**config.mk**
```make
export PLATFORM = sky130hd
export DESIGN_NAME = eocc_ctrl
export DESIGN_NICKNAME = d
export VERILOG_FILES = /design/src/rtl/eocc_pkg.sv /design/src/rtl/eocc_ctrl.sv
export SDC_FILE = /design/constraint.sdc
export NUM_CORES = 1
export LEC_CHECK = 0
export BUFFER_PORTS_ARGS = -buffer_cell sky130_fd_sc_hd__buf_2
export CAP_MARGIN = 20
export CORE_ASPECT_RATIO = 0.5
export CORE_MARGIN = 5
export CORE_UTILIZATION = 62
export CTS_BUF_LIST = sky130_fd_sc_hd__clkbuf_8
export DETAILED_ROUTE_END_ITERATION = 8
export PLACE_DENSITY = 0.92
export REMOVE_ABC_BUFFERS = 1
export SYNTH_ARGS = -nofsm -noshare
export SYNTH_HDL_FRONTEND = slang
export SYNTH_SLANG_ARGS = --single-unit
```
**constraint.sdc**
```tcl
create_clock -name clk -period 8.95 [get_ports clk]
set_clock_uncertainty 0.15 [all_clocks]
set_input_delay 0.895 -clock clk [delete_from_list [all_inputs] [get_ports clk]]
set_output_delay 0.895 -clock clk [all_outputs]
set_load 0.02 [all_outputs]
```
**src/rtl/eocc_pkg.sv**
```systemverilog
package eocc_pkg;

  // Store sizes and coordinate width.
  localparam int unsigned CLOUD_DEPTH  = 1024;
  localparam int unsigned OBJECT_DEPTH = 64;
  localparam int unsigned COORD_WIDTH  = 24;

  // Derived widths.
  localparam int unsigned CW   = COORD_WIDTH;
  localparam int unsigned RW   = CW - 1;
  localparam int unsigned CAW  = (CLOUD_DEPTH > 1) ? $clog2(CLOUD_DEPTH) : 1;
  localparam int unsigned OAW  = (OBJECT_DEPTH > 1) ? $clog2(OBJECT_DEPTH) : 1;
  localparam int unsigned CLW  = $clog2(CLOUD_DEPTH + 1);
  localparam int unsigned OLW  = $clog2(OBJECT_DEPTH + 1);
  localparam int unsigned IW   = (CAW > OAW) ? CAW : OAW;

  // Multiplier widths: the shared unit takes one digit of operand A a cycle.
  localparam int unsigned DIG  = 8;
  localparam int unsigned AW   = 2 * CW;
  localparam int unsigned NDIG = (AW + DIG - 1) / DIG;
  localparam int unsigned AXW  = NDIG * DIG;
  localparam int unsigned SCW  = $clog2(NDIG + 1);
  localparam int unsigned R2W  = 2 * RW;
  localparam int unsigned KW   = 4 * RW;
  localparam int unsigned ALLW = 6 * RW;
  localparam int unsigned D2W  = 2 * CW;
  localparam int unsigned PW   = 2 * CW + 4 * RW + 2;
  localparam int unsigned EW   = 3 * CW;

  typedef logic [CW-1:0]   coord_t;
  typedef logic [RW-1:0]   rad_t;
  typedef logic [CAW-1:0]  caddr_t;
  typedef logic [OAW-1:0]  oaddr_t;
  typedef logic [CLW-1:0]  ccnt_t;
  typedef logic [OLW-1:0]  ocnt_t;
  typedef logic [IW-1:0]   idx_t;
  typedef logic [IW:0]     idx1_t;
  typedef logic [AXW-1:0]  opa_t;
  typedef logic [PW-1:0]   wide_t;
  typedef logic [SCW-1:0]  step_t;
  typedef logic [EW-1:0]   entry_t;

  // Command codes of an input word.
  typedef enum logic [2:0] {
    CMD_CLR_CLOUD = 3'd0,
    CMD_APP_CLOUD = 3'd1,
    CMD_CLR_OBJ   = 3'd2,
    CMD_APP_OBJ   = 3'd3,
    CMD_QUERY     = 3'd4
  } cmd_code_t;

  // Multiplier operations, in the order the controller issues them.
  typedef enum logic [3:0] {
    OP_RX2, OP_RY2, OP_RZ2, OP_KA, OP_KB, OP_KC, OP_ALL,
    OP_SQX, OP_TX, OP_SQY, OP_TY, OP_SQZ, OP_TZ
  } op_t;

  // Commands from controller to datapath.
  typedef struct packed {
    logic   load_q;
    logic   cloud_we;
    caddr_t cloud_wa;
    logic   obj_we;
    oaddr_t obj_wa;
    logic   rd_en;
    logic   rd_obj;
    caddr_t cloud_ra;
    oaddr_t obj_ra;
    logic   mac_start;
    op_t    op;
  } ctl_t;

  // Status from datapath to controller.
  typedef struct packed {
    logic mac_done;
    logic hit;
  } sts_t;

endpackage

```
**src/rtl/eocc_ctrl.sv**
```systemverilog
module eocc_ctrl (
  input  logic            clk,
  input  logic            rst_n,
  input  logic            start,
  input  logic [2:0]      in_command,
  output logic            busy,
  output logic            out_valid,
  output logic            out_collision,
  output logic            out_append_dropped,
  output eocc_pkg::ctl_t  ctl,
  input  eocc_pkg::sts_t  sts
);

  typedef enum logic [2:0] {
    S_IDLE, S_ISSUE, S_WAIT, S_READ, S_CHECK
  } state_t;

  state_t          state_r;
  eocc_pkg::op_t   op_r;
  eocc_pkg::ccnt_t cloud_cnt_r;
  eocc_pkg::ocnt_t obj_cnt_r;
  eocc_pkg::idx_t  idx_r;
  logic            src_obj_r;
  logic            dropped_r;
  logic            valid_r;
  logic            coll_r;
  logic            drop_out_r;
  logic            accept;
  logic            cloud_full;
  logic            obj_full;
  logic            cloud_more;
  logic            obj_more;
  eocc_pkg::idx1_t idx_inc;

  assign accept     = start && (state_r == S_IDLE);
  assign cloud_full = cloud_cnt_r >= eocc_pkg::ccnt_t'(eocc_pkg::CLOUD_DEPTH);
  assign obj_full   = obj_cnt_r >= eocc_pkg::ocnt_t'(eocc_pkg::OBJECT_DEPTH);
  assign idx_inc    = {1'b0, idx_r} + 1'b1;
  assign cloud_more = idx_inc < eocc_pkg::idx1_t'(cloud_cnt_r);
  assign obj_more   = idx_inc < eocc_pkg::idx1_t'(obj_cnt_r);

  // Commands to the datapath.
  always_comb begin
    ctl           = '0;
    ctl.load_q    = accept && (in_command == eocc_pkg::CMD_QUERY);
    ctl.cloud_we  = accept && (in_command == eocc_pkg::CMD_APP_CLOUD) && !cloud_full;
    ctl.cloud_wa  = cloud_cnt_r[eocc_pkg::CAW-1:0];
    ctl.obj_we    = accept && (in_command == eocc_pkg::CMD_APP_OBJ) && !obj_full;
    ctl.obj_wa    = obj_cnt_r[eocc_pkg::OAW-1:0];
    ctl.rd_en     = (state_r == S_READ);
    ctl.rd_obj    = src_obj_r;
    ctl.cloud_ra  = idx_r[eocc_pkg::CAW-1:0];
    ctl.obj_ra    = idx_r[eocc_pkg::OAW-1:0];
    ctl.mac_start = (state_r == S_ISSUE);
    ctl.op        = op_r;
  end

  // Sequencer: command handling, query setup, then one point after another.
  always_ff @(posedge clk) begin
    if (!rst_n) begin
      state_r     <= S_IDLE;
      op_r        <= eocc_pkg::OP_RX2;
      cloud_cnt_r <= '0;
      obj_cnt_r   <= '0;
      idx_r       <= '0;
      src_obj_r   <= 1'b0;
      dropped_r   <= 1'b0;
      valid_r     <= 1'b0;
      coll_r      <= 1'b0;
      drop_out_r  <= 1'b0;
    end else begin
      valid_r <= 1'b0;
      unique case (state_r)
        S_IDLE: begin
          if (start) begin
            unique case (in_command)
              eocc_pkg::CMD_CLR_CLOUD: cloud_cnt_r <= '0;
              eocc_pkg::CMD_CLR_OBJ:   obj_cnt_r   <= '0;
              eocc_pkg::CMD_APP_CLOUD: begin
                if (cloud_full) begin
                  dropped_r <= 1'b1;
                end else begin
                  cloud_cnt_r <= cloud_cnt_r + 1'b1;
                end
              end
              eocc_pkg::CMD_APP_OBJ: begin
                if (obj_full) begin
                  dropped_r <= 1'b1;
                end else begin
                  obj_cnt_r <= obj_cnt_r + 1'b1;
                end
              end
              eocc_pkg::CMD_QUERY: begin
                op_r    <= eocc_pkg::OP_RX2;
                state_r <= S_ISSUE;
              end
              default: ;
            endcase
          end
        end
        S_ISSUE: state_r <= S_WAIT;
        S_WAIT: begin
          if (sts.mac_done) begin
            if (op_r == eocc_pkg::OP_ALL) begin
              // Setup done: pick the first stored point, if any.
              idx_r <= '0;
              if (cloud_cnt_r != '0) begin
                src_obj_r <= 1'b0;
                state_r   <= S_READ;
              end else if (obj_cnt_r != '0) begin
                src_obj_r <= 1'b1;
                state_r   <= S_READ;
              end else begin
                valid_r    <= 1'b1;
                coll_r     <= 1'b0;
                drop_out_r <= dropped_r;
                state_r    <= S_IDLE;
              end
            end else if (op_r == eocc_pkg::OP_TZ) begin
              state_r <= S_CHECK;
            end else begin
              op_r    <= eocc_pkg::op_t'(op_r + 1'b1);
              state_r <= S_ISSUE;
            end
          end
        end
        S_READ: begin
          op_r    <= eocc_pkg::OP_SQX;
          state_r <= S_ISSUE;
        end
        S_CHECK: begin
          if (sts.hit) begin
            valid_r    <= 1'b1;
            coll_r     <= 1'b1;
            drop_out_r <= dropped_r;
            state_r    <= S_IDLE;
          end else if (!src_obj_r && cloud_more) begin
            idx_r   <= idx_inc[eocc_pkg::IW-1:0];
            state_r <= S_READ;
          end else if (!src_obj_r && (obj_cnt_r != '0)) begin
            idx_r     <= '0;
            src_obj_r <= 1'b1;
            state_r   <= S_READ;
          end else if (src_obj_r && obj_more) begin
            idx_r   <= idx_inc[eocc_pkg::IW-1:0];
            state_r <= S_READ;
          end else begin
            valid_r    <= 1'b1;
            coll_r     <= 1'b0;
            drop_out_r <= dropped_r;
            state_r    <= S_IDLE;
          end
        end
        default: state_r <= S_IDLE;
      endcase
    end
  end

  assign busy               = (state_r != S_IDLE);
  assign out_valid          = valid_r;
  assign out_collision      = coll_r;
  assign out_append_dropped = drop_out_r;

endmodule
```
; Word-level counts from Yosys, hierarchy flattened
; Cells that the tools add are included.
[totals]
register_bits = 40
latchBits = 0
ramBits = 0
romBits = 0
input_bits = 8
output_inout_bits = 46
elab_cells = 145
n_memories = 0
[op_classes]
addsub = 4
multipliers = 0
n_div = 0
order_cmp = 4
n_eq_ne = 30
shift = 0
mux = 67
bitwise = 0
n_reduce_logical = 30
[op_table]
columns = op, count
row1 = $mux W10, 6
row2 = $mux W1, 33
row3 = $ne A2 B2 Y1 const B, 14
row4 = $pmux W11 S2, 1
row5 = $mux W4, 5
row6 = $pmux W10 S2, 1
row7 = $mux W3, 5
row8 = $pmux W3 S5, 1
row9 = $pmux W7 S2, 1
row10 = $eq A3 B2 Y1 const B, 4
row11 = $mux W2, 6
row12 = $ne A3 B3 Y1 const B, 4
row13 = $pmux W4 S3, 1
row14 = $add A10 B1 Y11 const B, 1
row15 = $add A11 B1 Y11 const B, 1
row16 = $ge A11 B11 Y1 const B, 1
row17 = $lt A11 B11 Y1, 1
row18 = $lt A11 B7 Y1, 1
row19 = $mux W11, 1
row20 = $reduce_bool A11 Y1, 1
row21 = $pmux W1 S2, 5
row22 = $reduce_and A5 Y1, 2
row23 = $logic_and A1 B1 Y1, 9
row24 = $reduce_and A4 Y1, 2
row25 = 19 further kinds, 28

; Longest topological paths before layout
; Gate-level depths: netlist of the first run.
[logic_depth]
ltp_word = 8
depth_mapped = 14
depth_no_buf = 13

; Worst setup path before layout of the first run
; OpenSTA, ideal clock, no wires.
[synth_timing]
kind = input -> output
from = in start
to = out ctl[29] in the netlist's numbering
arrival_ns = 2.311
t_required_ns = 7.905
slack_ns = 5.594
path_stages = 4
path_cell_list = or4b_1 -> nor2_1 -> nand2_1 -> nor3b_1
[synth_rtl]
columns = item, line_no
row1 = "start, declared", eocc_ctrl.sv:4  ; input logic start,
row2 = "end, declared", eocc_ctrl.sv:10  ; output eocc_pkg::ctl_t ctl,

; Final worst setup path of the first run
[layout_timing]
from = reg idx_r[0]
to = reg idx_r[1]
[layout_via]
elab_chain_len = 6
elab_cells_between_ends = 12
cone_classes = add/sub: 1 / order compare: 2 / eq/ne: 1 / mux: 5 / reduce/logical: 3
[layout_lines]
columns = item, line_no
row1 = "start, declared", eocc_ctrl.sv:22  ; eocc_pkg::idx_t idx_r;
row2 = "start signal, assigned", eocc_ctrl.sv:138  ; idx_r <= idx_inc[eocc_pkg::IW-1:0];
row3 = "start signal, assigned", eocc_ctrl.sv:145  ; idx_r <= idx_inc[eocc_pkg::IW-1:0];
row4 = $add A10 B1 Y11 (*), eocc_ctrl.sv:38  ; assign idx_inc = {1'b0, idx_r} + 1'b1;
row5 = $lt A11 B11 Y1 or $mux W10 (tied branches), "eocc_ctrl.sv:39, eocc_ctrl.sv:144"
row6 = $logic_and A1 B1 Y1 or $mux W10 (tied branches), "eocc_ctrl.sv:137, eocc_ctrl.sv:140"
row7 = $mux W10, eocc_ctrl.sv:137  ; end else if (!src_obj_r && cloud_more) begin
row8 = $mux W10, eocc_ctrl.sv:132  ; if (sts.hit) begin
row9 = $pmux W10 S2, eocc_ctrl.sv:73  ; unique case (state_r)
; Every way passes the cells marked *; elsewhere a longest branch is shown, timed or not. The select of a mux whose other input is x is not followed.
; A chain may end at the register's enable or synchronous reset.

==> impl_metrics.json, run 1 <==
{
  "syn2layout_area_growth_pct": 7.313,
  "p_per_area_nw_per_um2": 104.3,
  "cts_buffers": 5,
  "finalHoldViolCount": 0,
  "reg2reg_slack_ns": 5.18,
  "tns_ns": 0,
  "fin_area_sq_um": 2993,
  "maxCapViolCount": 0,
  "path_clk_slew_ns": 0.08,
  "hold_buffers": 0,
  "dieWidth_um": 104.9,
  "power_uw": 312.2,
  "routabilityCongestion": 1.012,
  "critical_path_buf_inv_count": 0,
  "period_needed_ns": 3.766,
  "cpPeakStageDelay_ns": 0.50,
  "grt_max_degree": 23,
  "n_fill_cell": 333,
  "final_common_cell": "buf_2",
  "hp-class": "reg2reg",
  "post-place-ws_ns": 5.278,
  "avgSynthCellArea_sq_um": 7.769,
  "endpoint_kind": "flip-flop",
  "cts_setup_buffers": 0,
  "async_flop_share_pct": 0,
  "drt-initial-drc-count": 221,
  "ys.flop_type": "dfxtp_1",
  "fmax_mhz": 265.5,
  "worstHoldStart": "out_collision",
  "die_area_sq_um": 6021,
  "synth_edf_count": 0,
  "cts.sinks": 40,
  "drcViolationCount": 0,
  "crit_type": "reg2reg",
  "p_leak_nw": 1.252,
  "drt_wl_total_mm": 6.996,
  "rsz0062_at_grt": "false",
  "initial_core_util_pct": 63.65,
  "worstRegToRegCells": 13,
  "final_antenna_net_count": 0,
  "placed_area_sq_um": 2915,
  "cts_tree": "built",
  "grt_overflow": 0,
  "drv_slew": 0,
  "drive_above_1_share_pct": 17.05,
  "crit_path_top_delay_cell": "dfxtp_1",
  "path_cells": "ha_1 > nand2_1 > or3_1 > xnor2_1 > ha_1 > a211oi_1 > o21ai_0 > a21oi_1 > o211ai_1 > a31oi_1 > o21ai_2 > or3_1 > a21oi_1",
  "antenna_found_initial": 0,
  "setup_viol": 0,
  "port_buffers": 53,
  "hold_depth": 2,
  "final_nets": 418,
  "tightest_slew_ns": 0.7984,
  "cts_htree_levels": 2,
  "timing.rr.start": "idx_r[0]",
  "grt_pass1_wl_mm": 11.44,
  "ys_seq_area_share_pct": 28.71,
  "final_cell_mix": "buf_2, nor2_1, dfxtp_1, inv_1, nand2_1",
  "syn-instance-count": 359,
  "rows": 17,
  "clock_path_buffers": 2,
  "core_sq_um": 4382,
  "antenna_cells": 0,
  "status": "complete, no violations",
  "fin_util_pct": 68.30,
  "worst-path-max-fanout": 16,
  "grt_usage_pct": 22.89,
  "synthesis.area_sq_um": 2789,
  "irDropWorstVdd_mv": 0.05665,
  "vias": 2712,
  "dr.pass1.iters": 6,
  "relSlewSlack_pct": 46.19,
  "yosys_warnings": 0,
  "design.portCount": 54,
  "r2r-end": "idx_r[1]",
  "cp_data_arrival_time_ns": 3.83,
  "cp-start-kind": "flip-flop",
  "via_per_inst": 6.108,
  "post-dp-hpwl_mm": 5.290,
  "grt_pass1_vias": 2456,
  "whs_endpoint": "out_collision",
  "cp_top_family": "compound AO/OA/AOI/OAI gates",
  "cts_root_buf": "clkbuf_8",
  "setup_slack_ns": 5.184,
  "clk_latency_ns": 0.29,
  "die_h_um": 57.43,
  "min_period_over_period_pct": 42.08,
  "wire_per_inst_um": 15.76,
  "synthDistinctLibCells": 49,
  "ys_ff_latch": 40,
  "cts_resized": 0,
  "cp.required_ns": 9.02
}
[worst max path at each step]
| stage | from | endpoint | slack [ns] | depth (start not counted) |
|---|---|---|---|---|
| after floorplan | idx_r[0] | idx_r[1] | 5.41 | 13 |
| after global placement | idx_r[0] | idx_r[1] | 5.47 | 13 |
| after detailed placement | idx_r[0] | idx_r[1] | 5.28 | 13 |
| after CTS | idx_r[0] | idx_r[1] | 5.23 | 13 |
| after global routing | idx_r[0] | idx_r[1] | 4.98 | 13 |
| final | idx_r[0] | idx_r[1] | 5.18 | 13 |
[worst register-to-register path: stages (launching register included)]
cell      delay (ns)
dfxtp_1         0.50
ha_1            0.28
nand2_1         0.09
or3_1           0.33
xnor2_1         0.30
ha_1            0.33
a211oi_1        0.22
o21ai_0         0.11
a21oi_1         0.15
o211ai_1        0.12
a31oi_1         0.31
o21ai_2         0.26
or3_1           0.41
a21oi_1         0.14
[metrics by stage]
| step | hold slack (ns) | std cells |
|---|---|---|
| 6_report | 0.3434 | 444 |
| 3_5_place_dp | 0.3200 | 437 |
| 4_1_cts | 0.3394 | 444 |
| 3_3_place_gp | 0.3169 | 437 |
| 2_1_floorplan | 0.2866 | 327 |
| 5_1_grt | 0.3731 | 444 |
[area by class of cell]
type	instances	area (sq um)	area share [%]
multi-input cells	258	1669	55.77
flip-flops and latches	40	800.8	26.76
repair buffers	53	265.3	8.863
inverters	29	108.9	3.637
well taps	57	71.32	2.383
clock buffers	5	68.82	2.299
clock inverters	2	8.758	0.2926
[power breakdown]
group | internal [mW] | switching, mW
Combinational | 0.00539 | 0.0125
Sequential | 0.178 | 0.00114
Clock | 0.0519 | 0.0630
[cell families (layout without fill, tap and decap cells)]
kind of cell | count (synthesis) | in the layout | synth area share [%]
simple gates | 143 | 143 | 25.57
flops | 40 | 40 | 28.71
xor+xnor | 19 | 19 | 5.967
fa+ha+maj | 23 | 23 | 10.32
mux | 5 | 5 | 1.839
compound gates | 68 | 68 | 16.15
buf+inv | 61 | 89 | 11.44
[registers in the layout, summed over array words and instances, names as in the netlist]
register and count:
dropped_r 1, obj_cnt_r 7, out_collision 1, src_obj_r 1, state_r 3, out_valid 1
idx_r 10, out_append_dropped 1, op_r 4, cloud_cnt_r 11
[layer usage]
metal / GRT usage [%] / wire (um) / vias up
met5: 0 / 0 / -
met4: 7.832 / 196 / 0
met3: 4.859 / 616 / 29
met2: 37.66 / 3117 / 149
met1: 30.10 / 3065 / 1234
li1: - / - / 1300
[cell usage after synthesis (all sizes together), types with 2 or more instances]
library cell	instances	area share [%]
dfxtp	40	29
nor2	40	5.4
nand2	30	4.1
inv	29	3.9
a21oi	27	4.8
buf	26	6.7
ha	23	10
nand3	17	3.1
xnor2	16	5.0
o21ai	12	2.3
nor3	10	1.8
or3	10	2.2
nand4	9	2.0
clkbuf	6	0.81
nor4	6	1.6
nand2b	5	1.2
a31oi	4	0.90
and3	4	0.90
mux2i	4	1.4
a211oi	3	0.81
and2	3	0.67
nand3b	3	0.81
o211ai	3	0.81
o22ai	3	0.67
xor2	3	0.94
a2111oi	2	1.3
a21boi	2	0.54
nor3b	2	0.54
o21a	2	0.54
o32ai	2	0.63
Note: power is estimated with default switching activity, not from simulation.
==> run 2, diff against run 1 <==
--- a/config.mk
+++ b/config.mk
@@ -9,10 +9,10 @@
 export CAP_MARGIN = 20
 export CORE_ASPECT_RATIO = 0.5
 export CORE_MARGIN = 5
-export CORE_UTILIZATION = 62
+export CORE_UTILIZATION = 58
 export CTS_BUF_LIST = sky130_fd_sc_hd__clkbuf_8
 export DETAILED_ROUTE_END_ITERATION = 8
-export PLACE_DENSITY = 0.92
+export PLACE_DENSITY = 0.87
 export REMOVE_ABC_BUFFERS = 1
 export SYNTH_ARGS = -nofsm -noshare
 export SYNTH_HDL_FRONTEND = slang
==> constraint.sdc (replaced) <==
create_clock -name clk -period 3.9 [get_ports clk]
set_clock_uncertainty 0.15 [all_clocks]
set_input_delay 0.39 -clock clk [delete_from_list [all_inputs] [get_ports clk]]
set_output_delay 0.39 -clock clk [all_outputs]
set_load 0.02 [all_outputs]
==> run 2 against run 1 <==
Effect of this change: sequential share of layout area is 0.36 points lower; sequential power increased by 130%; non-clock buffer count is 1 higher; setup slack lost 4.9 ns; critical endpoint unchanged.
==> impl_metrics.json, run 2 (synthesis results as in run 1) <==
{
  "die_area_sq_um": 6380,
  "grt_pass1_vias": 2480,
  "post-place-ws_ns": 0.2312,
  "crit_type": "reg2reg",
  "status": "complete, no violations",
  "dp.cells": 447,
  "cp-start-kind": "flip-flop",
  "endpoint_kind": "flip-flop",
  "initial_core_util_pct": 61.56,
  "rsz0062_at_grt": "false",
  "drive_above_1_share_pct": 18.04,
  "drv_slew": 0,
  "fin_cells": 454,
  "drt-initial-drc-count": 203,
  "dr.pass1.iters": 5,
  "tns_ns": 0,
  "hold_ws_ns": 0.2167,
  "relSlewSlack_pct": 42.49,
  "p_leak_nw": 1.263,
  "setup_slack_ns": 0.3313,
  "fmax_mhz": 280.2,
  "cts_htree_levels": 2,
  "vias": 2682,
  "routabilityCongestion": 0.8890,
  "setup_viol": 0,
  "worst-path-max-fanout": 16,
  "cpPeakStageDelay_ns": 0.40,
  "top_regs": "cloud_cnt_r: 11 flops, idx_r: 10 flops, obj_cnt_r: 7 flops",
  "final_antenna_net_count": 0,
  "final_nets": 419,
  "finalHoldViolCount": 0,
  "period_needed_ns": 3.569,
  "cp_data_arrival_time_ns": 3.65,
  "clock_path_buffers": 2,
  "worstRegToRegCells": 13,
  "p_per_area_nw_per_um2": 251.3,
  "min_period_over_period_pct": 91.51,
  "final_cell_mix": "buf_2, nor2_1, dfxtp_1, inv_1, nand2_1",
  "largest-register": "cloud_cnt_r",
  "grt_max_degree": 23,
  "cts_root_buf": "clkbuf_8",
  "hp-class": "in2reg",
  "path_cells": "ha_1 > nand2_1 > or3_1 > xnor2_1 > ha_1 > a211oi_1 > o21ai_0 > a21oi_1 > o211ai_1 > a31oi_2 > o21ai_2 > or3_1 > a21oi_1",
  "grt_usage_pct": 23.35,
  "via_per_inst": 5.907,
  "post-dp-hpwl_mm": 5.497,
  "tightest_slew_ns": 0.8534,
  "crit_path_top_delay_cell": "dfxtp_1",
  "port_buffers": 53,
  "drt_wl_total_mm": 7.238,
  "design.portCount": 54,
  "core_sq_um": 4531,
  "placed_area_sq_um": 2934,
  "cts.sinks": 40,
  "hold_depth": 3,
  "grt_overflow": 0,
  "final_common_cell": "buf_2",
  "path_clk_slew_ns": 0.08,
  "hold_buffers": 0,
  "rows": 17,
  "clk_latency_ns": 0.30,
  "largest_register_ffs": 11,
  "dieWidth_um": 108.1,
  "cts_buffers": 5,
  "antenna_cells": 0,
  "syn2layout_area_growth_pct": 8.928,
  "irDropWorstVdd_mv": 0.1309,
  "maxCapViolCount": 0,
  "drcViolationCount": 0,
  "fin_area_sq_um": 3038,
  "grt_pass1_wl_mm": 11.74,
  "cts_tree": "built",
  "cp.required_ns": 3.98,
  "antenna_found_initial": 0,
  "wire_per_inst_um": 15.94,
  "die_h_um": 59.04
}
## run 2: layout make-up
type                            count  area, sq um
Timing Repair Buffer               54        272.8
Inverter                           29        108.9
Fill cell                         392         1493
Clock buffer                        7        96.34
Sequential cell                    40        802.0
Tap cell                           66        82.58
Multi-Input combinational cell    258         1675
## run 2: final timing paths
check | start | end | slack (ns)
setup / recovery | idx_r[1] | idx_r[1] | 0.33
hold / removal | sts[1] | state_r[2] | 0.22
setup reg to reg | idx_r[1] | idx_r[1] | 0.33
hold reg to reg | idx_r[9] | idx_r[9] | 0.35
## run 2: layer usage
| layer | part of all wire, % | GRT usage (%) |
|---|---|---|
| met1 | 44 | 31.11 |
| met2 | 45 | 37.54 |
| met3 | 8.3 | 4.897 |
| met4 | 2.2 | 9.173 |
| met5 | 0 | 0 |
## run 2: critical path: cells and delay by family (launching register included)
family                   cells  cell delay (ns)
AO/OA/AOI/OAI                7             1.29
AND/OR/NAND/NOR              3             0.81
adder cells (fa/ha/maj)      2             0.56
flip-flops                   1             0.40
XOR/XNOR                     1             0.27
## run 2: stage by stage
| step | utilization, % | power, mW |
|---|---|---|
| 4_1_cts | 66.89 | 0.7614 |
| 2_1_floorplan | - | 0.4435 |
| 3_3_place_gp | 64.76 | 0.4606 |
| 3_5_place_dp | 64.76 | 0.4621 |
| 6_report | 67.05 | 0.7634 |
| 5_1_grt | 67.05 | 0.7870 |
## run 2: report_power, final
| group | internal (mW) | total, mW | switching (mW) |
|---|---|---|---|
| Sequential | 0.409 | 0.411 | 0.00236 |
| Combinational | 0.0126 | 0.0430 | 0.0304 |
| Clock | 0.158 | 0.309 | 0.151 |
## run 2: timing repair
item / 4_1_cts / 5_1_grt
setup endpoints to repair: 0 / 10
buffers inserted: 0 / 0
resized for setup: 0 / 2
==> run 3, diff against run 2 <==
==> constraint.sdc (replaced) <==
create_clock -name clk -period 3.7 [get_ports clk]
set_clock_uncertainty 0.15 [all_clocks]
set_input_delay 0.37 -clock clk [delete_from_list [all_inputs] [get_ports clk]]
set_output_delay 0.37 -clock clk [all_outputs]
set_load 0.02 [all_outputs]
==> run 3 against run 2 <==
Effect of this change: hold slack worse by 0.029 ns; critical endpoint unchanged; clock-buffer cell count down 2; non-clock buffer count grew 5; sequential share of layout area is 0.71 points lower.
==> impl_metrics.json, run 3 (synthesis results as in run 1) <==
{
  "status": "complete, no violations",
  "largest_register_ffs": 11,
  "fin_area_sq_um": 3127,
  "largest-register": "cloud_cnt_r",
  "antenna_found_initial": 0,
  "die_h_um": 59.04,
  "setup_viol": 0,
  "tightest_slew_ns": 0.8683,
  "drcViolationCount": 0,
  "post-dp-hpwl_mm": 5.294,
  "syn2layout_area_growth_pct": 12.11,
  "cts_root_buf": "clkbuf_8",
  "hold_buffers": 0,
  "cp.required_ns": 3.77,
  "routabilityCongestion": 0.9270,
  "drv_slew": 0,
  "drive_above_1_share_pct": 20.25,
  "clock_path_buffers": 2,
  "grt_max_degree": 23,
  "cpPeakStageDelay_ns": 0.39,
  "dp.cells": 448,
  "cts_tree": "built",
  "vias": 2788,
  "final_nets": 425,
  "post-place-ws_ns": 0.1191,
  "rows": 17,
  "design.portCount": 54,
  "grt_pass1_vias": 2403,
  "p_per_area_nw_per_um2": 269.3,
  "path_common_cell": "or3_1",
  "cp_data_arrival_time_ns": 3.61,
  "endpoint_kind": "flip-flop",
  "setup_slack_ns": 0.1578,
  "p_int_uw": 644.1,
  "critical_path_buf_inv_count": 1,
  "die_area_sq_um": 6380,
  "final_common_cell": "buf_2",
  "grt_use_met3_pct": 5.005,
  "wire_per_inst_um": 15.83,
  "pwr-share-comb_pct": 5.4,
  "clk_latency_ns": 0.30,
  "cp_top_family": "simple AND/OR/NAND/NOR gates",
  "placed_area_sq_um": 2942,
  "hp-class": "in2reg",
  "cts_buffers": 5,
  "crit_type": "reg2reg",
  "finalHoldViolCount": 0,
  "core_sq_um": 4531,
  "min_period_over_period_pct": 95.74,
  "dieWidth_um": 108.1,
  "grt_usage_pct": 21.92,
  "cp-start-kind": "flip-flop",
  "grt_use_met1_pct": 29.83,
  "grt_pass1_wl_mm": 11.26,
  "irDropWorstVdd_mv": 0.1980,
  "relSlewSlack_pct": 41.48,
  "fmax_mhz": 282.3,
  "cts_htree_levels": 2,
  "path_cells": "ha_2 > nand2_1 > or3_1 > xnor2_2 > buf_4 > ha_1 > nand2_1 > nand3b_1 > or3_1 > nor4_2 > nand2b_2 > o21ai_4 > or3_1 > a21oi_1",
  "worst-path-max-fanout": 7,
  "antenna_cells": 0,
  "final_antenna_net_count": 0,
  "port_buffers": 53,
  "path_clk_slew_ns": 0.09,
  "dr.pass1.iters": 5,
  "initial_core_util_pct": 61.56,
  "top_regs": "cloud_cnt_r: 11 flops, idx_r: 10 flops, obj_cnt_r: 7 flops",
  "tns_ns": 0,
  "gr-max-usage-layer": "met2",
  "hold_ws_ns": 0.1874,
  "crit_path_top_delay_cell": "dfxtp_2",
  "p_switching_uw": 197.8,
  "final_cell_mix": "buf_2, nor2_1, dfxtp_1, inv_1, nand2_1",
  "p_clk_share_pct": 43.1,
  "via_per_inst": 6.048,
  "cts.sinks": 40,
  "switching_share_pct": 23.49,
  "met2_usage_pct": 34.45,
  "p_seq_share_pct": 51.5,
  "maxCapViolCount": 0,
  "drt-initial-drc-count": 287,
  "grt_overflow": 0,
  "drt_wl_total_mm": 7.298,
  "p_leak_nw": 1.299,
  "fin_cells": 461,
  "period_needed_ns": 3.542
}
[run 3: per-layer routing]
metal / vias up / part of all wire [%]
met5: - / 0
met1: 1274 / 44
li1: 1308 / -
met2: 173 / 43
met4: 0 / 3.3
met3: 33 / 9.5
[run 3: layout make-up]
type / instances / area, sq um
clock buffers: 5 / 68.82
repair buffers: 59 / 310.3
inverters: 29 / 108.9
flip-flops and latches: 40 / 803.3
multi-input cells: 259 / 1710
clock inverters: 3 / 42.54
fillers: 336 / 1404
well taps: 66 / 82.58
[run 3: path summary, 6_finish.rpt]
path / startpoint / end / slack, ns / cells past startpoint
hold reg to reg: dropped_r / dropped_r / 0.35 / 2
hold / removal: sts[1] / state_r[2] / 0.19 / 3
setup / recovery: idx_r[1] / idx_r[1] / 0.16 / 14
setup reg to reg: idx_r[1] / idx_r[1] / 0.16 / 14
[run 3: through the flow]
step | utilization [%] | power (mW)
2_1_floorplan | - | 0.4675
3_3_place_gp | 64.93 | 0.4853
3_5_place_dp | 64.93 | 0.4867
4_1_cts | 67.38 | 0.8449
5_1_grt | 69.01 | 0.8711
6_report | 69.01 | 0.8419
[run 3: worst register-to-register path, stage by stage (launching register included)]
cell and delay [ns]:
dfxtp_2 0.39, ha_2 0.23, nand2_1 0.07, or3_1 0.36, xnor2_2 0.18, buf_4 0.14
ha_1 0.29, nand2_1 0.08, nand3b_1 0.07, or3_1 0.33, nor4_2 0.25, nand2b_2 0.28
o21ai_4 0.11, or3_1 0.38, a21oi_1 0.16
[run 3: power by group through the flow]
stage / combinational [mW] / sequential [mW] / clock [mW]
finish: 0.0451 / 0.434 / 0.363
global route: 0.0482 / 0.434 / 0.389
CTS: 0.0431 / 0.433 / 0.368
detailed placement: 0.0430 / 0.444 / 0
global placement: 0.0419 / 0.443 / 0
floorplan: 0.0238 / 0.444 / 0
[run 3: what timing repair did]
item / in CTS / in global routing
setup endpoints to repair: 0 / 11
gates resized for setup: 0 / 7
hold endpoints to repair: 0 / 0
setup buffers: 0 / 4
